### config.mk
export PLATFORM = sky130hd
export DESIGN_NAME = md4_block_hash
export DESIGN_NICKNAME = d
export VERILOG_FILES = /design/src/rtl/md4_pkg.sv /design/src/rtl/md4_front.sv /design/src/rtl/md4_back.sv /design/src/rtl/md4_block_hash.sv
export SDC_FILE = /design/constraint.sdc
export NUM_CORES = 2
export LEC_CHECK = 0
export ABC_AREA = 1
export BUFFER_PORTS_ARGS = -buffer_cell sky130_fd_sc_hd__buf_2
export CORE_MARGIN = 4
export CORE_UTILIZATION = 30
export CTS_CLUSTER_SIZE = 30
export DETAILED_ROUTE_END_ITERATION = 8
export PLACE_DENSITY = 0.52
export SLEW_MARGIN = 0
export SYNTH_ARGS = -nofsm -noshare
export SYNTH_HDL_FRONTEND = slang
export SYNTH_SLANG_ARGS = --single-unit
### constraint.sdc
create_clock -name clock -period 19.1 [get_ports clock]
set_clock_uncertainty 0.15 [all_clocks]
set_input_delay 0.955 -clock clock [delete_from_list [all_inputs] [get_ports clock]]
set_output_delay 0.955 -clock clock [all_outputs]
set_load 0.1 [all_outputs]
### src/rtl/md4_pkg.sv
package md4_pkg;

   localparam int WORD_W  = 32;
   localparam int ADDR_W  = 4;
   localparam int STEP_W  = 6;
   localparam int ROT_W   = 5;

   localparam logic [ADDR_W-1:0] LAST_ADDR = 4'hF;
   localparam logic [STEP_W-1:0] LAST_STEP = 6'd47;

   // round codes
   localparam logic [1:0] RND_F = 2'd0;
   localparam logic [1:0] RND_G = 2'd1;
   localparam logic [1:0] RND_H = 2'd2;

   localparam logic [WORD_W-1:0] IV_A = 32'h67452301;
   localparam logic [WORD_W-1:0] IV_B = 32'hefcdab89;
   localparam logic [WORD_W-1:0] IV_C = 32'h98badcfe;
   localparam logic [WORD_W-1:0] IV_D = 32'h10325476;
   localparam logic [3:0][WORD_W-1:0] IV_WORDS = {IV_D, IV_C, IV_B, IV_A};

   localparam logic [WORD_W-1:0] K_G = 32'h5a827999;
   localparam logic [WORD_W-1:0] K_H = 32'h6ed9eba1;

   // one queued beat, already classified by the front end
   typedef struct packed {
      logic [WORD_W-1:0] word;
      logic [ADDR_W-1:0] addr;
      logic              load_iv;
      logic              compress;
      logic              emit;
   } cmd_type;

   function automatic logic [WORD_W-1:0] mix_fn(input logic [1:0] rnd,
                                               input logic [WORD_W-1:0] x,
                                               input logic [WORD_W-1:0] y,
                                               input logic [WORD_W-1:0] z);
      logic [WORD_W-1:0] r;
      case (rnd)
         RND_F: r = (x & y) | (~x & z);
         RND_G: r = (x & y) | (x & z) | (y & z);
         default: r = x ^ y ^ z;
      endcase
      return r;
   endfunction

   function automatic logic [WORD_W-1:0] round_k(input logic [1:0] rnd);
      logic [WORD_W-1:0] k;
      case (rnd)
         RND_F: k = '0;
         RND_G: k = K_G;
         default: k = K_H;
      endcase
      return k;
   endfunction

   function automatic logic [ROT_W-1:0] rot_amt(input logic [1:0] rnd,
                                               input logic [1:0] pos);
      logic [ROT_W-1:0] s;
      case ({rnd, pos})
         {RND_F, 2'd0}: s = 5'd3;
         {RND_F, 2'd1}: s = 5'd7;
         {RND_F, 2'd2}: s = 5'd11;
         {RND_F, 2'd3}: s = 5'd19;
         {RND_G, 2'd0}: s = 5'd3;
         {RND_G, 2'd1}: s = 5'd5;
         {RND_G, 2'd2}: s = 5'd9;
         {RND_G, 2'd3}: s = 5'd13;
         {RND_H, 2'd0}: s = 5'd3;
         {RND_H, 2'd1}: s = 5'd9;
         {RND_H, 2'd2}: s = 5'd11;
         default: s = 5'd15;
      endcase
      return s;
   endfunction

   // message word order of each round
   function automatic logic [ADDR_W-1:0] word_sel(input logic [1:0] rnd,
                                                 input logic [ADDR_W-1:0] pos);
      logic [ADDR_W-1:0] w;
      case (rnd)
         RND_F: w = pos;
         RND_G: w = {pos[1:0], pos[3:2]};
         default: w = {pos[0], pos[1], pos[2], pos[3]};
      endcase
      return w;
   endfunction

   function automatic logic [WORD_W-1:0] rotl32(input logic [WORD_W-1:0] v,
                                               input logic [ROT_W-1:0] n);
      logic [2*WORD_W-1:0] t;
      t = {v, v} << n;
      return t[2*WORD_W-1:WORD_W];
   endfunction

endpackage

### src/rtl/md4_front.sv
module md4_front (
   input  logic                           clock,
   input  logic                           reset,
   input  logic                           req_valid,
   output logic                           req_stall,
   input  logic [md4_pkg::WORD_W-1:0]     req_message_word,
   input  logic                           req_first_word,
   input  logic                           req_final_word,
   output logic                           cmd_valid,
   output md4_pkg::cmd_type               cmd,
   input  logic                           cmd_stall
);

   logic [md4_pkg::ADDR_W-1:0] count_ff, count_in;
   logic [md4_pkg::ADDR_W-1:0] base;
   md4_pkg::cmd_type           cmd_new;
   md4_pkg::cmd_type           q_ff [2];
   logic                       wr_ptr_ff, wr_ptr_in;
   logic                       rd_ptr_ff, rd_ptr_in;
   logic [1:0]                 fill_ff, fill_in;
   logic                       push, pop;

   assign req_stall = (fill_ff == 2'd2);
   assign cmd_valid = (fill_ff != 2'd0);
   assign cmd       = q_ff[rd_ptr_ff];
   assign push      = req_valid & ~req_stall;
   assign pop       = cmd_valid & ~cmd_stall;

   // classify the beat: buffer slot, chain restart, block end, digest request
   always_comb begin
      base             = req_first_word ? '0 : count_ff;
      cmd_new.word     = req_message_word;
      cmd_new.addr     = base;
      cmd_new.load_iv  = req_first_word;
      cmd_new.compress = (base == md4_pkg::LAST_ADDR);
      cmd_new.emit     = req_final_word;
   end

   always_comb begin
      count_in  = count_ff;
      wr_ptr_in = wr_ptr_ff;
      rd_ptr_in = rd_ptr_ff;
      fill_in   = fill_ff;
      if (push) begin
         count_in  = req_final_word ? '0 : base + 4'd1;
         wr_ptr_in = ~wr_ptr_ff;
      end
      if (pop) begin
         rd_ptr_in = ~rd_ptr_ff;
      end
      case ({push, pop})
         2'b10: fill_in = fill_ff + 2'd1;
         2'b01: fill_in = fill_ff - 2'd1;
         default: fill_in = fill_ff;
      endcase
   end

   always_ff @(posedge clock) begin
      if (reset) begin
         count_ff  <= '0;
         wr_ptr_ff <= 1'b0;
         rd_ptr_ff <= 1'b0;
         fill_ff   <= '0;
      end else begin
         count_ff  <= count_in;
         wr_ptr_ff <= wr_ptr_in;
         rd_ptr_ff <= rd_ptr_in;
         fill_ff   <= fill_in;
      end
   end

   always_ff @(posedge clock) begin
      if (push) begin
         q_ff[wr_ptr_ff] <= cmd_new;
      end
   end

endmodule

### src/rtl/md4_back.sv
module md4_back (
   input  logic                           clock,
   input  logic                           reset,
   input  logic                           cmd_valid,
   input  md4_pkg::cmd_type               cmd,
   output logic                           cmd_stall,
   output logic                           rsp_valid,
   input  logic                           rsp_stall,
   output logic [md4_pkg::WORD_W-1:0]     rsp_digest_word,
   output logic [1:0]                     rsp_digest_index,
   output logic                           rsp_digest_last
);

   localparam logic [2:0] ST_IDLE  = 3'd0;
   localparam logic [2:0] ST_PRIME = 3'd1;
   localparam logic [2:0] ST_RUN   = 3'd2;
   localparam logic [2:0] ST_ADD   = 3'd3;
   localparam logic [2:0] ST_EMIT  = 3'd4;

   logic [2:0]                        state_ff, state_in;
   logic [md4_pkg::STEP_W-1:0]        step_ff, step_in;
   logic                              load_bank_ff, load_bank_in;
   logic                              cmp_bank_ff, cmp_bank_in;
   logic                              emit_pend_ff, emit_pend_in;
   logic [1:0]                        emit_idx_ff, emit_idx_in;
   logic [3:0][md4_pkg::WORD_W-1:0]   chain_ff, chain_in;
   logic [3:0][md4_pkg::WORD_W-1:0]   v_ff, v_in;
   logic [md4_pkg::WORD_W-1:0]        x_ff;
   logic [md4_pkg::WORD_W-1:0]        mem_ff [2*16];
   logic                              rsp_valid_ff, rsp_valid_in;
   logic [md4_pkg::WORD_W-1:0]        rsp_word_ff, rsp_word_in;
   logic [1:0]                        rsp_index_ff, rsp_index_in;
   logic                              rsp_last_ff, rsp_last_in;

   logic                              take, can, plain, rsp_free;
   logic [md4_pkg::STEP_W-1:0]        step_nx;
   logic [4:0]                        rd_addr;
   logic [1:0]                        rnd;
   logic [md4_pkg::WORD_W-1:0]        f_val, sum, rot;

   // a plain store only touches the loading bank, so it may overlap a compression
   assign plain     = ~(cmd.load_iv | cmd.compress | cmd.emit);
   assign can       = (state_ff == ST_IDLE) ||
                      ((state_ff inside {ST_PRIME, ST_RUN, ST_ADD}) && plain);
   assign cmd_stall = ~can;
   assign take      = cmd_valid & can;
   assign rsp_free  = ~rsp_valid_ff | ~rsp_stall;

   assign rsp_valid        = rsp_valid_ff;
   assign rsp_digest_word  = rsp_word_ff;
   assign rsp_digest_index = rsp_index_ff;
   assign rsp_digest_last  = rsp_last_ff;

   // prefetch the message word of the next step
   assign step_nx = (state_ff == ST_PRIME) ? '0 : step_ff + 6'd1;
   assign rd_addr = {cmp_bank_ff, md4_pkg::word_sel(step_nx[5:4], step_nx[3:0])};

   assign rnd   = step_ff[5:4];
   assign f_val = md4_pkg::mix_fn(rnd, v_ff[1], v_ff[2], v_ff[3]);
   assign sum   = v_ff[0] + f_val + x_ff + md4_pkg::round_k(rnd);
   assign rot   = md4_pkg::rotl32(sum, md4_pkg::rot_amt(rnd, step_ff[1:0]));

   always_comb begin
      state_in     = state_ff;
      step_in      = step_ff;
      load_bank_in = load_bank_ff;
      cmp_bank_in  = cmp_bank_ff;
      emit_pend_in = emit_pend_ff;
      emit_idx_in  = emit_idx_ff;
      chain_in     = chain_ff;
      v_in         = v_ff;
      rsp_valid_in = rsp_valid_ff & rsp_stall;
      rsp_word_in  = rsp_word_ff;
      rsp_index_in = rsp_index_ff;
      rsp_last_in  = rsp_last_ff;
      case (state_ff)
         ST_IDLE: begin
            if (take) begin
               if (cmd.load_iv) begin
                  chain_in = md4_pkg::IV_WORDS;
               end
               if (cmd.compress) begin
                  cmp_bank_in  = load_bank_ff;
                  load_bank_in = ~load_bank_ff;
                  v_in         = chain_ff;
                  emit_pend_in = cmd.emit;
                  state_in     = ST_PRIME;
               end else if (cmd.emit) begin
                  emit_idx_in = '0;
                  state_in    = ST_EMIT;
               end
            end
         end
         ST_PRIME: begin
            step_in  = '0;
            state_in = ST_RUN;
         end
         ST_RUN: begin
            // rotate roles: next target is the old D
            v_in[0] = v_ff[3];
            v_in[1] = rot;
            v_in[2] = v_ff[1];
            v_in[3] = v_ff[2];
            step_in = step_nx;
            if (step_ff == md4_pkg::LAST_STEP) begin
               state_in = ST_ADD;
            end
         end
         ST_ADD: begin
            for (int i = 0; i < 4; i++) begin
               chain_in[i] = chain_ff[i] + v_ff[i];
            end
            if (emit_pend_ff) begin
               emit_idx_in = '0;
               state_in    = ST_EMIT;
            end else begin
               state_in = ST_IDLE;
            end
         end
         ST_EMIT: begin
            if (rsp_free) begin
               rsp_valid_in = 1'b1;
               rsp_word_in  = chain_ff[emit_idx_ff];
               rsp_index_in = emit_idx_ff;
               rsp_last_in  = (emit_idx_ff == 2'd3);
               emit_idx_in  = emit_idx_ff + 2'd1;
               if (emit_idx_ff == 2'd3) begin
                  state_in = ST_IDLE;
               end
            end
         end
         default: state_in = ST_IDLE;
      endcase
   end

   always_ff @(posedge clock) begin
      if (reset) begin
         state_ff     <= ST_IDLE;
         step_ff      <= '0;
         load_bank_ff <= 1'b0;
         cmp_bank_ff  <= 1'b0;
         emit_pend_ff <= 1'b0;
         emit_idx_ff  <= '0;
         chain_ff     <= md4_pkg::IV_WORDS;
         rsp_valid_ff <= 1'b0;
      end else begin
         state_ff     <= state_in;
         step_ff      <= step_in;
         load_bank_ff <= load_bank_in;
         cmp_bank_ff  <= cmp_bank_in;
         emit_pend_ff <= emit_pend_in;
         emit_idx_ff  <= emit_idx_in;
         chain_ff     <= chain_in;
         rsp_valid_ff <= rsp_valid_in;
      end
   end

   always_ff @(posedge clock) begin
      v_ff         <= v_in;
      rsp_word_ff  <= rsp_word_in;
      rsp_index_ff <= rsp_index_in;
      rsp_last_ff  <= rsp_last_in;
   end

   // two-bank block buffer: one write, one registered read
   always_ff @(posedge clock) begin
      if (take) begin
         mem_ff[{load_bank_ff, cmd.addr}] <= cmd.word;
      end
      x_ff <= mem_ff[rd_addr];
   end

endmodule

### src/rtl/md4_block_hash.sv
// channel  direction  handshake              fields
// req      in         req_valid, req_stall   message_word, first_word, final_word
// rsp      out        rsp_valid, rsp_stall   digest_word, digest_index, digest_last
//
// Words enter a two-entry queue at one per cycle while not stalled. The 16th word of a
// block starts the round-step unit: a read-prime state, 48 steps at one per cycle, a
// chaining add, then the idle state that takes the next block end; the next block fills
// the other buffer bank meanwhile.
// A final word yields 4 result beats, one per cycle when not stalled.
// Reset loads the chaining words with the initial values; the block buffer is not cleared.
// A stalled result holds in the output register while the next words are taken.
module md4_block_hash (
   input  logic                           clock,
   input  logic                           reset,
   input  logic                           req_valid,
   output logic                           req_stall,
   input  logic [md4_pkg::WORD_W-1:0]     req_message_word,
   input  logic                           req_first_word,
   input  logic                           req_final_word,
   output logic                           rsp_valid,
   input  logic                           rsp_stall,
   output logic [md4_pkg::WORD_W-1:0]     rsp_digest_word,
   output logic [1:0]                     rsp_digest_index,
   output logic                           rsp_digest_last
);

   logic             cmd_valid;
   logic             cmd_stall;
   md4_pkg::cmd_type cmd;

   md4_front u_front (
      .clock            (clock),
      .reset            (reset),
      .req_valid        (req_valid),
      .req_stall        (req_stall),
      .req_message_word (req_message_word),
      .req_first_word   (req_first_word),
      .req_final_word   (req_final_word),
      .cmd_valid        (cmd_valid),
      .cmd              (cmd),
      .cmd_stall        (cmd_stall)
   );

   md4_back u_back (
      .clock            (clock),
      .reset            (reset),
      .cmd_valid        (cmd_valid),
      .cmd              (cmd),
      .cmd_stall        (cmd_stall),
      .rsp_valid        (rsp_valid),
      .rsp_stall        (rsp_stall),
      .rsp_digest_word  (rsp_digest_word),
      .rsp_digest_index (rsp_digest_index),
      .rsp_digest_last  (rsp_digest_last)
   );

`ifndef SYNTH
   a_queue_holds: assert property (@(posedge clock) disable iff (reset)
      req_valid && !req_stall |=> cmd_valid)
      else $error("accepted beat missing from queue");

   a_compress_at_end: assert property (@(posedge clock) disable iff (reset)
      cmd_valid && cmd.compress |-> cmd.addr == md4_pkg::LAST_ADDR && !cmd.load_iv)
      else $error("compression requested off block end");

   a_last_is_d: assert property (@(posedge clock) disable iff (reset)
      rsp_valid && rsp_digest_last |-> rsp_digest_index == 2'd3)
      else $error("last flag on wrong digest word");
`endif

endmodule

# Word level (Yosys, flattened, before mapping)
# Memory sizes are Yosys's and may differ from the RTL's. A register that Yosys moved wholly into a read port is not among the register bits.
# Cells that the tools add are included.
[totals]
register_bits = 314
elab_cells = 142
memories = 3
romBits = 64
ram_bits = 1102
[mem_list]
columns = ["name", "words", "width", "rd", "rd_ports_with_merged_regs", "wr", "line", "source"]
rows = [
  ["u_back.mem_ff", 32, 32, 1, 1, 1, "md4_back.sv:29", "logic [md4_pkg::WORD_W-1:0] mem_ff [2*16];"],
  ["u_front.q_ff", 2, 39, 1, 1, 1, "md4_front.sv:17", "md4_pkg::cmd_type q_ff [2];"],
  ["(no name shown)", 16, 4, 1, 1, 0, "md4_pkg.sv:60", "case ({rnd, pos})"],
]
[classes]
shift = 1
reduce_logical = 18
bitwise_logic = 23
magnitude_cmp = 1
n_mux = 40
eq_ne = 22
add_sub_neg = 12
[ops]
columns = ["operator", "n"]
rows = [
  ["128-bit 2-to-1 mux", 4],
  ["128-bit one-hot mux with 2 select lines", 2],
  ["32-bit adder", 6],
  ["32-bit bitwise AND", 4],
  ["32-bit bitwise OR", 3],
  ["32-bit binary-select mux with 2-bit select", 1],
  ["32-bit one-hot mux with 2 select lines", 1],
  ["64-bit by 5-bit << shifter with 64-bit output", 1],
  ["32-bit XOR", 2],
  ["31-bit one-hot mux with 2 select lines", 1],
  ["32-bit by 31-bit adder with 32-bit output", 1],
  ["32-bit 2-to-1 mux", 1],
  ["32-bit NOT", 1],
  ["3-bit 2-to-1 mux", 7],
  ["4-bit 2-to-1 mux", 4],
  ["3-bit one-hot mux with 5 select lines", 1],
  ["2-bit by 1-bit != test with 1-bit output, second input constant", 6],
  ["6-bit one-hot mux with 2 select lines", 1],
  ["2-bit 2-to-1 mux", 5],
  ["2-bit nonzero test", 5],
  ["3-bit AND reduction", 3],
  ["1-bit 2-to-1 mux", 8],
  ["4-bit one-hot mux with 2 select lines", 1],
  ["1-bit NOT", 7],
  ["27 further kinds", 41],
]

# Depth between registers and ports, before layout
[depth]
word_depth = 9
depth_mapped = 27

# Hierarchy
# From an unflattened synthesis, not the netlist that was laid out.
[unflattened]
hier_cells = 8576
hier_area_um2 = 76782.4
[modules_own_cells]
columns = ["mod", "cells_each", "area_per_inst_um2", "n_inst", "seq_area_each_um2"]
rows = [
  ["md4_back", 8386, 73406.7, 1, 39227.6],
  ["md4_front", 190, 3375.7, 1, 2522.4],
]

# Least setup slack after synthesis
# Ideal clock, no wire load.
[synth_path]
path_kind = "reg-to-reg"
startpoint = "register u_back.state_ff[1]"
endpoint = "register u_back.v_ff[0] (netlist bit) (enable)"
path_buffers = 2
path_stages_with_launch = 7
arrival_time_ns = 6.534
setup_slack_ns = 11.800
synth_period_minus_slack_ns = 7.300
setup_ns = 0.617
cell_sequence = "dfxtp_1 inv_1 nor3_1 clkbuf_1 clkbuf_1 nor2_1 nor2_1"
[synth_between]
elab_chain_len = 7
elab_cells_between_ends = 12
cone_classes = "eq/ne (5); bitwise (1); reduce/logical (6)"
[synth_rtl]
columns = ["element", "line", "source"]
rows = [
  ["start: declaration", "md4_back.sv:20", "logic [2:0] state_ff, state_in;"],
  ["start signal: assignment", "md4_back.sv:147", "state_ff <= state_in;"],
  ["3-bit by 1-bit == test with 1-bit output (tied with other cells)", "md4_back.sv:44", "((state_ff inside {ST_PRIME, ST_RUN, ST_ADD}) && plain);"],
  ["3-bit nonzero test", "md4_back.sv:44", ""],
  ["1-bit logical AND", "md4_back.sv:44", ""],
  ["1-bit logical OR", "md4_back.sv:43", "assign can = (state_ff == ST_IDLE) ||"],
  ["1-bit bitwise AND", "md4_back.sv:46", "assign take = cmd_valid & can;"],
  ["2-bit != test (no source line)", "n/a", ""],
  ["3-bit AND reduction (no source line) *", "n/a", ""],
  ["end signal: assignment", "md4_back.sv:159", "v_ff <= v_in;"],
  ["end: declaration", "md4_back.sv:27", "logic [3:0][md4_pkg::WORD_W-1:0] v_ff, v_in;"],
]
# Every way passes the cells marked *; elsewhere a longest branch is shown, timed or not.
# A chain may end at the register's enable or synchronous reset.

==> summary.txt <==
Seq/Total Area, Yosys: 54.6%
Tightest Pin Transition: 1250 ps
WHS Endpoint: u_front.q_ff[1][26]
placed wire-length estimate: 174000 um
Avg Cell Area, Syn: 8.99 sq um
CTS tree: built
Sink Count: 1453
switching power: 0.00775 W
Gate Count Post-Synth: 8503
RSZ-0062 raised after global routing: no
post-CTS setup buffers: 0
Worst-path clk slew: 60 ps
Post-layout nets: 8687
cts bufs inserted: 163
final hold vios: 0
hold_buf cts: 0
Combinational Power Share: 51.1%
CTS H-tree lvls: 4
Power Density: 188 nW/um^2
Worst R2R Setup Slack: 13200 ps
Seq cells post-synth: 1453
kind of critical path: flip-flop to flip-flop
hold path startpoint: req_message_word[19]
Initial Util: 30.1%
Net Sw Frac: 48.2%
first-pass GRT wire length: 404000 um
syn_nets: 8798
Hold Path Class: input port to flip-flop
Cell Int Power: 0.00833 W
Critical Path Sink Type: flip-flop
Routability Congestion: 0.964
sequential power share: 29.2%
most frequent cells in the layout: nand2_1, inv_1, edfxtp_1
Primary FF master, synth: edfxtp_1
Final Cycle Share: 30.9%
fillers: 26100
Max FO, Critical Path: 31
Final Total Pwr: 0.0161 W
initial antenna violation count: 12
Root Buffer: clkbuf_16
# rows: 185
setup TNS: 0 ps
chip height: 513 um
Synth async-reset ratio: 0%
reg-to-reg critical path startpoint: u_back.step_ff[4]
fin cells: 11900
wire per inst: 23.4 um
Worst Reg2Reg Path Length in Cells: 26
Core Area: 254000 sq um
Tot GR Track Use: 20.5%
Synth cell types: 51
Die X: 513 um
vias: 61600
worst skew pair latency: 840 ps
Initial DRC Count: 6358
max-cap violations: 0
vias per cell: 5.17
number of enable flip-flop cells after synthesis: 1265
post-CTS sizing: 0
commonest non-fill, non-tap cell in the layout: nand2_1
WHS Path Cells: 1
Max-Slew Margin vs Limit: 16.9%
static leakage: 34.9 nW
Worst Hold Slack: 172 ps
arrival time of the worst setup path: 6280 ps
vias in the first global route: 57300
Area growth syn-to-layout: 11.8%
I/O pin cnt: 75
fmax: 0.170 GHz
Clock Power Share: 19.7%
r2r endpoint: u_back.v_ff[33]
port bufs: 74
min Tclk post-route: 5900 ps
final wirelength: 279000 um
status: finished, final reports clean
Final ANT Viol Nets: 0
Startpoint Class: flip-flop
Max VDD drop: 0.145 mV
fin util: 33.7%
Slew Limit Fails: 0
die footprint: 263000 sq um
Critical Path RT: 19480 ps
placed insts: 11600
Syn Std Cell Area: 76500 sq um
gr ovfl total: 0
drt drc: 0
layout cell share with drive strength beyond 1: 6.46%
Setup Viol. Count Final: 0
largest net degree at the start of global routing: 206
Ys Warns: 0
drt pass-1 iters: 6
clock buffer depth: 3
==> layout make-up <==
class	count	area, sq um	share of cell area [%]
repair buffers	175	1180	1.38
flip-flops and latches	1453	41800	48.8
clock buffers	229	4590	5.37
clock inverters	72	791	0.925
inverters	1395	5250	6.14
diodes	1	2.50	0.00293
well taps	3366	4210	4.93
multi-input cells	5204	27700	32.4
==> kinds of logic (layout without fill, tap and decap cells) <==
kind of cell               Yosys count  count (layout)  share of synthesized area (%)
buffers and inverters             1846            1871                           9.57
adders and majority gates          257             257                           5.01
AOI/OAI and AO/OA                  938             938                           6.73
other                                0               1                              0
xor gates and xnor gates            38              38                          0.435
muxes                               34              34                          0.497
and+or+nand+nor                   3937            3937                           23.2
DFF                               1453            1453                           54.6
==> worst max-delay path by stage <==
stage	startpoint	to	slack, ps	cells past startpoint
after global routing	u_back.step_ff[4]	u_back.v_ff[33]	12700	26
after floorplan	u_back.state_ff[1]	u_back.v_ff[0]	11800	6
after CTS	u_back.step_ff[4]	u_back.v_ff[63]	13150	26
final	u_back.step_ff[4]	u_back.v_ff[33]	13200	26
after global placement	u_back.step_ff[4]	u_back.v_ff[33]	13080	26
after detailed placement	u_back.step_ff[4]	u_back.v_ff[63]	13140	26
==> power by group through the flow <==
stage,clock (W),combinational (W),sequential (W)
2_1_floorplan,0,0.00541,0.00459
3_3_place_gp,0,0.00814,0.00473
3_5_place_dp,0,0.00810,0.00473
4_1_cts,0.00324,0.00814,0.00467
5_1_grt,0.00337,0.00910,0.00470
6_report,0.00317,0.00822,0.00469
==> worst max-delay path, stage by stage, from the launching register on <==
cell and delay [ps]:
dfxtp_1 430, inv_1 110, nor2_1 870, inv_1 90, buf_4 320, o22ai_1 180
a21oi_1 130, fa_1 540, inv_1 60, fa_1 470, inv_1 40, ha_1 390
nand2_1 160, nor2_1 240, nand2_1 90, nand3_1 230, nand2_1 120, nand2_1 110
nand2_1 80, nand3_1 90, nand2_1 100, nand2_1 90, nand3_1 90, nand3_1 150
nand3_1 110, nand3_1 120, nand2_1 70
==> metrics by stage <==
step,area (sq um),setup WS [ps]
floorplan,76500,11800
CTS,85500,13150
global route,85500,12700
global placement,80100,13080
finish,85500,13200
detailed placement,80100,13140
==> flip-flops by register name, summed over array words and instances, names as in the netlist, 3 cells and up, named ones only <==
register and flops:
u_back.chain_ff 128, u_back.mem_ff 1024, u_back.x_ff 32, u_back.v_ff 128, u_back.step_ff 6, u_back.rsp_digest_word 32, u_front.count_ff 4, u_back.state_ff 3
u_front.q_ff 78
==> metal layers <==
metal	share of wire [%]	up-vias	GRT usage, %
li1	-	28500	-
met1	43	30100	27.7
met2	47	2459	33.3
met3	7.0	463	3.18
met4	3.8	0	7.28
met5	0	-	0
==> synthesized netlist by cell type (11+ instances only) <==
cell	instances	share of area, %
buf_1	41	0.20
nand2_1	1842	9.0
o211ai_1	13	0.13
a21oi_1	361	2.4
nand3_1	1199	7.8
ha_1	175	2.9
inv_1	1386	6.8
xor2_1	28	0.32
buf_4	23	0.23
nor3_1	27	0.18
nand3b_1	11	0.11
o221ai_1	15	0.17
a31oi_1	12	0.098
mux2_2	32	0.47
o22ai_1	60	0.49
buf_2	231	1.5
nand4_1	451	3.7
fa_1	82	2.1
o21bai_1	26	0.26
a221oi_1	11	0.13
o21ai_0	374	2.4
dfxtp_1	188	4.9
a21o_1	30	0.29
edfxtp_1	1265	50
clkbuf_1	154	0.76
or2_2	36	0.29
nor2_1	344	1.7
(Power assumes the default switching activity.)
